===== src/design/csc_pkg.sv =====
// ----------------------------------------------------------------------------
// csc_pkg: shared types and codes of the conveyor sorting controller
// Holds the input and result word layouts, the controller state codes and
// the belt drive codes.
// ----------------------------------------------------------------------------
`default_nettype none

package csc_pkg;

  typedef enum logic [3:0] {
    ST_START     = 4'd0,
    ST_STANDBY   = 4'd1,
    ST_READY     = 4'd2,
    ST_TRANSPORT = 4'd3,
    ST_RETURN    = 4'd4,
    ST_BACK      = 4'd5,
    ST_METALCHK  = 4'd6,
    ST_NONMETAL  = 4'd7,
    ST_END       = 4'd8,
    ST_METAL     = 4'd9,
    ST_SLIDE     = 4'd10,
    ST_ERROR     = 4'd11
  } ctl_state_t;

  localparam logic [1:0] DRV_STOP  = 2'd0;
  localparam logic [1:0] DRV_RIGHT = 2'd1;
  localparam logic [1:0] DRV_LEFT  = 2'd2;

  typedef struct packed {
    logic start_released;
    logic item_at_beginning;
    logic item_at_height_sensor;
    logic item_at_metal_sensor;
    logic item_at_end;
    logic metal_found;
    logic passed_slide;
    logic profile_ok;
    logic blink_phase;
  } in_word_t;

  typedef struct packed {
    logic [1:0] drive;
    logic       lamp_green;
    logic       lamp_red;
    logic       lamp_yellow;
    logic       led_start;
    logic       junction_open;
    logic [3:0] mode;
  } out_word_t;

endpackage

`default_nettype wire


===== src/design/csc_next_state.sv =====
// ----------------------------------------------------------------------------
// csc_next_state: controller transition logic
// Picks the next state from the current state and one sensor word; within
// a state the last matching condition wins.
// ----------------------------------------------------------------------------
`default_nettype none

module csc_next_state
  import csc_pkg::*;
(
  input  ctl_state_t state,
  input  in_word_t   word,
  output ctl_state_t state_nxt
);

  always_comb begin
    state_nxt = state;
    case (state)
      ST_START: begin
        state_nxt = ST_STANDBY;
      end
      ST_STANDBY: begin
        if (word.start_released) state_nxt = ST_READY;
      end
      ST_READY: begin
        if (word.start_released) state_nxt = ST_STANDBY;
        if (word.item_at_beginning && !word.item_at_end) state_nxt = ST_TRANSPORT;
        if (word.item_at_height_sensor || word.item_at_metal_sensor) state_nxt = ST_ERROR;
      end
      ST_TRANSPORT: begin
        if (!word.profile_ok) state_nxt = ST_RETURN;
        if (word.item_at_metal_sensor) state_nxt = ST_METALCHK;
        if (word.item_at_end) state_nxt = ST_ERROR;
      end
      ST_RETURN: begin
        if (word.item_at_beginning) state_nxt = ST_BACK;
      end
      ST_BACK: begin
        if (!word.item_at_beginning) state_nxt = ST_STANDBY;
      end
      ST_METALCHK: begin
        state_nxt = word.metal_found ? ST_METAL : ST_NONMETAL;
      end
      ST_NONMETAL: begin
        if (word.item_at_end) state_nxt = ST_END;
        if (word.item_at_beginning || word.item_at_height_sensor) state_nxt = ST_ERROR;
      end
      ST_END: begin
        if (word.start_released) state_nxt = ST_STANDBY;
        if (!word.item_at_end) state_nxt = ST_READY;
        if (word.item_at_metal_sensor || word.item_at_height_sensor) state_nxt = ST_ERROR;
      end
      ST_METAL: begin
        if (word.passed_slide) state_nxt = ST_SLIDE;
        if (word.item_at_beginning || word.item_at_height_sensor) state_nxt = ST_ERROR;
      end
      ST_SLIDE: begin
        if (word.start_released) state_nxt = ST_STANDBY;
        if (word.item_at_beginning) state_nxt = ST_TRANSPORT;
        if (word.item_at_end || word.item_at_height_sensor) state_nxt = ST_ERROR;
      end
      ST_ERROR: begin
        if (word.start_released) state_nxt = ST_STANDBY;
      end
      default: begin
        state_nxt = ST_START;
      end
    endcase
  end

endmodule

`default_nettype wire


===== src/design/csc_out_decode.sv =====
// ----------------------------------------------------------------------------
// csc_out_decode: output decode of the new controller state
// Drives belt, lamps and mode; updates the held start LED and junction.
// ----------------------------------------------------------------------------
`default_nettype none

module csc_out_decode
  import csc_pkg::*;
(
  input  ctl_state_t state_nxt,
  input  logic       blink_phase,
  input  logic       led_start_r,
  input  logic       junction_r,
  output out_word_t  word
);

  always_comb begin
    word               = '0;
    word.drive         = DRV_STOP;
    word.led_start     = led_start_r;
    word.junction_open = junction_r;
    word.mode          = 4'(state_nxt);
    case (state_nxt)
      ST_START, ST_STANDBY: begin
        word.led_start = 1'b1;
      end
      ST_READY: begin
        word.lamp_green = 1'b1;
        word.led_start  = 1'b1;
      end
      ST_TRANSPORT: begin
        word.drive      = DRV_RIGHT;
        word.lamp_green = 1'b1;
        word.led_start  = 1'b0;
      end
      ST_RETURN: begin
        word.drive    = DRV_LEFT;
        word.lamp_red = blink_phase;
      end
      ST_BACK: begin
        word.lamp_red = blink_phase;
      end
      ST_METALCHK: begin
        word.lamp_green = 1'b1;
      end
      ST_NONMETAL: begin
        word.drive         = DRV_RIGHT;
        word.lamp_green    = 1'b1;
        word.led_start     = 1'b0;
        word.junction_open = 1'b1;
      end
      ST_END: begin
        word.lamp_green    = blink_phase;
        word.led_start     = 1'b1;
        word.junction_open = 1'b0;
      end
      ST_METAL: begin
        word.drive       = DRV_RIGHT;
        word.lamp_yellow = 1'b1;
      end
      ST_SLIDE: begin
        word.lamp_green = 1'b1;
        word.led_start  = 1'b1;
      end
      default: begin
        // error
        word.lamp_red      = blink_phase;
        word.led_start     = 1'b1;
        word.junction_open = 1'b0;
      end
    endcase
  end

endmodule

`default_nettype wire


===== src/design/conveyor_sorting_controller.sv =====
// ----------------------------------------------------------------------------
// conveyor_sorting_controller: twelve-state conveyor sorting controller
// Steps the sorting sequence once per sensor word and reports belt drive,
// lamps, start LED, junction and the new state.
// ----------------------------------------------------------------------------
// Usage:
//   Input channel (in_valid / in_stall / in_word): one word per control
//   tick carrying the sensor flags, the start release, the profile verdict
//   and the blink phase. Result channel (out_valid / out_stall / out_word):
//   exactly one word per input word, in order.
//   Path: a word taken into the input register has its result loaded into
//   the output register once that register is empty or its word is taken,
//   and out_valid then rises. Throughput: one word per cycle when not stalled,
//   set by the single pass of transition and decode logic between the registers.
//   Reset (rst_n low, synchronous): controller goes to the start state,
//   start LED off, junction closed, both registers empty.
//   Receiver stall: the output register holds its word; the input register
//   still takes one more word, then in_stall rises until the output drains.
// ----------------------------------------------------------------------------
`default_nettype none

module conveyor_sorting_controller
  import csc_pkg::*;
(
  input  logic      clk,
  input  logic      rst_n,
  input  logic      in_valid,
  output logic      in_stall,
  input  in_word_t  in_word,
  output logic      out_valid,
  input  logic      out_stall,
  output out_word_t out_word
);

  // input register
  logic       in_valid_r;
  in_word_t   in_word_r;
  // output register
  logic       out_valid_r;
  out_word_t  out_word_r;
  // controller state
  ctl_state_t state_r;
  logic       led_start_r;
  logic       junction_r;

  ctl_state_t state_nxt;
  out_word_t  res_word;
  logic       advance;

  // move the held word into the output register when that slot frees up
  assign advance  = in_valid_r && (!out_valid_r || !out_stall);
  // hold the input side only while a word waits and the output cannot drain
  assign in_stall = in_valid_r && out_valid_r && out_stall;

  csc_next_state u_next (
    .state     (state_r),
    .word      (in_word_r),
    .state_nxt (state_nxt)
  );

  csc_out_decode u_dec (
    .state_nxt   (state_nxt),
    .blink_phase (in_word_r.blink_phase),
    .led_start_r (led_start_r),
    .junction_r  (junction_r),
    .word        (res_word)
  );

  always_ff @(posedge clk) begin
    if (!rst_n) begin
      in_valid_r  <= 1'b0;
      out_valid_r <= 1'b0;
      state_r     <= ST_START;
      led_start_r <= 1'b0;
      junction_r  <= 1'b0;
    end else begin
      // input register: load on accept, drop once the word advances
      if (!in_stall) begin
        in_valid_r <= in_valid;
      end
      // output register: take the result, clear when taken with nothing behind
      if (advance) begin
        out_valid_r <= 1'b1;
        state_r     <= state_nxt;
        led_start_r <= res_word.led_start;
        junction_r  <= res_word.junction_open;
      end else if (!out_stall) begin
        out_valid_r <= 1'b0;
      end
    end
  end

  // payload registers
  always_ff @(posedge clk) begin
    if (!in_stall && in_valid) begin
      in_word_r <= in_word;
    end
    if (advance) begin
      out_word_r <= res_word;
    end
  end

  assign out_valid = out_valid_r;
  assign out_word  = out_word_r;

endmodule

`default_nettype wire

===== config.mk =====
export PLATFORM = sky130hd
export DESIGN_NAME = conveyor_sorting_controller
export DESIGN_NICKNAME = d
export VERILOG_FILES = /design/src/design/csc_pkg.sv /design/src/design/csc_next_state.sv /design/src/design/csc_out_decode.sv /design/src/design/conveyor_sorting_controller.sv
export SDC_FILE = /design/constraint.sdc
export NUM_CORES = 1
export LEC_CHECK = 0
export BUFFER_PORTS_ARGS = -buffer_cell sky130_fd_sc_hd__buf_2
export CAP_MARGIN = 40
export CORE_MARGIN = 5
export CORE_UTILIZATION = 30
export CTS_BUF_LIST = sky130_fd_sc_hd__clkbuf_4 sky130_fd_sc_hd__clkbuf_8 sky130_fd_sc_hd__clkbuf_16
export DETAILED_ROUTE_END_ITERATION = 6
export GPL_TIMING_DRIVEN = 0
export PLACE_DENSITY_LB_ADDON = 0.25
export SYNTH_ARGS = -nofsm -noshare
export SYNTH_HDL_FRONTEND = slang
export SYNTH_SLANG_ARGS = --single-unit

===== constraint.sdc =====
create_clock -name clk -period 2.05 [get_ports clk]
set_input_delay 0.205 -clock clk [delete_from_list [all_inputs] [get_ports clk]]
set_output_delay 0.205 -clock clk [all_outputs]
set_load 0.03 [all_outputs]

==> results.env <==
VIA_COUNT_OF_THE_FIRST_GLOBAL_ROUTING_PASS=1251
DETAILED_PLACE.AREA_SQ_UM=1800
MAX_SLEW.WORST_PIN.SLEW_PS=707
TCRIT_TCLK_FINAL=1.11
SYNTH_FLOP_CELL='sky130_fd_sc_hd__edfxtp_1'
MAXSLEWHEADROOM=0.527
CTS_TREE='yes'
USE_MET2=0.188
WORSTHOLDPATHTYPE='in -> reg'
WORST_R2R_ENDPOINT='out_word[5]'
POST-ROUTE-CELL-AREA_SQ_UM=2120
HTREEDEPTH=1
GP_ROUTABILITY_CONGESTION=0.820
GRTUSAGEMET3=0.0239
YOSYS.CELL_COUNT.TOP_TYPE='sky130_fd_sc_hd__edfxtp_1'
FINALHOLDVIOLATIONS=0
NETLIST_INSTANCES=148
DETAIL_ROUTE.ITER0.VIOLATIONS=85
SYNTH_AREA_PER_CELL_SQ_UM=10.6
HOLD_WS_PS=108
ANTENNA_FOUND_INITIAL=0
MAX_CLOCK_FREQ_MHz=439
STANDARD_CELL_ROWS=26
DRTANTENNAVIOLNETS=0
POSTROUTEWIRELENGTH_MICRONS=3710
CTS_SINKS=28
LAYOUT-DRIVE-GT1-SHARE=0.454
WORST_SETUP_HOLD_PATH_CLK_SLEW_PS=90
DPL.CELL_COUNT=243
WORST_SETUP_PATH_STARTPOINT='state_r[1]'
PERIOD_NEEDED_PS=2280
REPORT.FINAL.SETUP_VIOL=12
MAX-CAP-VIOLATIONS=0
MAXIMUM_NUMBER_OF_PINS_ON_ONE_NET_BEFORE_GLOBAL_ROUTE_REPAIR=17
FAILING_CHECKS='setup timing'
CLK_PATH_BUF_DEPTH=2
RSZ0062_AT_GRT='true'
PLACE.PORT_BUFFERS=25
CTS.ROOT.BUFFER_CELL='sky130_fd_sc_hd__clkbuf_8'
SETUP_WS_PS=-226
NNETSFINAL=210
SYNTH_COMMONEST_CELLS='sky130_fd_sc_hd__edfxtp_1, sky130_fd_sc_hd__nor2_1, sky130_fd_sc_hd__a21oi_1, sky130_fd_sc_hd__inv_1'
N_FILL_CELL=519
SYNTH_TOP_AREA_FRAC=0.383
I_O_PIN_COUNT=26
YS_SEQ_ELEMENTS=28
R2R-START='state_r[1]'
NUMBER_OF_CELLS_IN_THE_FINISHED_LAYOUT_APART_FROM_FILLERS=266
SYNTH-EDFF-COUNT=20
TIMING.CRITICAL_PATH.TO_TYPE='flop'
PATH_MAX_FANOUT=7
CP_DATA_ARRIVAL_TIME_PS=2310
POSTLAYOUTCOREUTIL=0.417
EFFECTIVE_UTILIZATION_AT_FLOORPLAN=0.309
GR-TOTAL-OVERFLOW=0
YS_TOP_CELLS_BY_AREA='sky130_fd_sc_hd__edfxtp_1, sky130_fd_sc_hd__dfxtp_1, sky130_fd_sc_hd__nor2_1, sky130_fd_sc_hd__clkbuf_8, sky130_fd_sc_hd__a21oi_1'
DIODES=0
WORST_SKEW_PAIR.LATE_LATENCY_PS=270
YS.WARNINGS.COUNT=0
AREAGROWTHSYNTHTOFINISH_PCT=35.1
WORST_REG_TO_REG_PATH_CELL_COUNT=6
TOTALPOWERFINAL_mW=1.45
DP.FINAL_HPWL_MICRONS=2480
IRDROPWORSTVDD_V=0.000428
TIMING.FINAL.MAX_SLEW_VIOLATIONS=0
CORE-AREA_SQ_UM=5070
DESIGN.DIE.AREA_SQ_UM=6770
PLACE_WS_PS=-277
SETUP_TOTAL_NEGATIVE_SLACK_PS=-1320
POWER.DENSITY_nW_PER_UM2=685
WORSTPATHREQUIRED_PS=2080
DIE_HEIGHT_MICRONS=82.3
SYNTH_SEQ_AREA_SHARE=0.486
CRITICALPATHCATEGORY='reg -> reg'
GRT_UTIL_ALL_LAYERS=0.115
DRCVIOLATIONCOUNT=0
DIE_W_MICRONS=82.3
POWER.LEAKAGE_nW=0.821
REG2REG_SETUP_SLACK_PS=-230
SYNTH.LIB_CELLS_USED.DISTINCT=49
CTS_MADE_BUFFERS=3
STATUS='complete, but fails checks'
FIRST_PASS_ITERS=4
DETAILED_ROUTE_VIA_COUNT=1332
USE_MET1=0.153
AVGROUTEDWIREPERCELL_MICRONS=14.0
ENDPOINT='out_word[5]'
DETAIL_ROUTE.VIAS_PER_CELL=5.01
SYNTH_NETS=161
START_KIND='flop'
GLOBAL_ROUTE_WIRE_LENGTH_BEFORE_REPAIR_MICRONS=6040
ASYNC_FLOP_SHARE=0
CLOCK_SKEW_PS=7.98
YOSYS.AREA.TOP_TYPE='sky130_fd_sc_hd__edfxtp_1'
SYN_AREA_SQ_UM=1570
GR-MAX-USAGE-LAYER='met2'
## worst min path at each step
| stage | start | to | slack, ps | cells after the start |
|---|---|---|---|---|
| floorplan | in_word[0] | in_word_r[0] | 300 | 0 |
| global placement | in_word[1] | in_word_r[1] | 380 | 1 |
| detailed placement | in_word[2] | in_word_r[2] | 380 | 1 |
| CTS | in_word[1] | in_word_r[1] | 100 | 1 |
| global route | in_word[2] | in_word_r[2] | 90 | 1 |
| finish | in_word[2] | in_word_r[2] | 110 | 1 |
## layer usage
layer	up-vias	wire, microns
li1	647	-
met1	631	1610
met2	48	1840
met3	6	211
met4	0	51
met5	-	0
## where the power goes
part	switching, mW	internal [mW]
registers	0.0209	0.652
clock network	0.161	0.172
logic	0.235	0.208
total	0.418	1.03
## cell type report
type	instances	area, sq um	area share
Buffer	8	88.8	0.0420
Timing Repair Buffer	45	298	0.141
Sequential cell	28	761	0.360
Inverter	10	42.5	0.0201
Tap cell	70	87.6	0.0414
Clock buffer	4	55.1	0.0260
Multi-Input combinational cell	101	783	0.370
## logic make-up after synthesis
group | synth area share
AOI/OAI and AO/OA | 0.187
xor gates and xnor gates | 0.0112
buffers and inverters | 0.0815
DFF | 0.486
muxes | 0.0208
and+or+nand+nor | 0.214
## timing repair
action	in CTS	in global routing
setup buffers	14	6
pin swaps	11	9
hold buffers	0	0
gates resized for setup	10	24
setup endpoints to repair	10	14
## placed cells by master (no fill, tap or decap), types with 2 or more instances in the layout
master	n
sky130_fd_sc_hd__edfxtp_1	20
sky130_fd_sc_hd__nand3b_1	2
sky130_fd_sc_hd__a311oi_2	2
sky130_fd_sc_hd__a21oi_2	2
sky130_fd_sc_hd__nor4_1	3
sky130_fd_sc_hd__nand3_1	3
sky130_fd_sc_hd__inv_1	8
sky130_fd_sc_hd__nor2_2	3
sky130_fd_sc_hd__nor2_1	14
sky130_fd_sc_hd__dfxtp_1	8
sky130_fd_sc_hd__a211oi_4	2
sky130_fd_sc_hd__nor2b_1	3
sky130_fd_sc_hd__and3_1	2
sky130_fd_sc_hd__or2b_2	2
sky130_fd_sc_hd__nand2b_4	2
sky130_fd_sc_hd__buf_2	25
sky130_fd_sc_hd__a31oi_1	2
sky130_fd_sc_hd__nand2b_1	5
sky130_fd_sc_hd__buf_6	8
sky130_fd_sc_hd__clkbuf_8	8
sky130_fd_sc_hd__or3b_4	2
sky130_fd_sc_hd__o21ai_0	3
sky130_fd_sc_hd__a21oi_1	8
sky130_fd_sc_hd__o221a_2	2
sky130_fd_sc_hd__or2_2	2
sky130_fd_sc_hd__nand2_1	7
sky130_fd_sc_hd__nor3_1	2
sky130_fd_sc_hd__buf_4	15
## registers in the layout, indices dropped and copies added (netlist names)
name,cells
state_r,4
in_word_r,9
out_word,11
out_valid,1
led_start_r,1
in_valid_r,1
junction_r,1
## worst max-delay path: stages (launching register included)
cell and delay (ps):
sky130_fd_sc_hd__dfxtp_1 470, sky130_fd_sc_hd__nand2b_1 200, sky130_fd_sc_hd__a2bb2o_1 320, sky130_fd_sc_hd__a221oi_1 470
sky130_fd_sc_hd__a211oi_4 130, sky130_fd_sc_hd__or3_1 330, sky130_fd_sc_hd__o311a_2 120
Note: power is estimated with default switching activity, not from simulation.
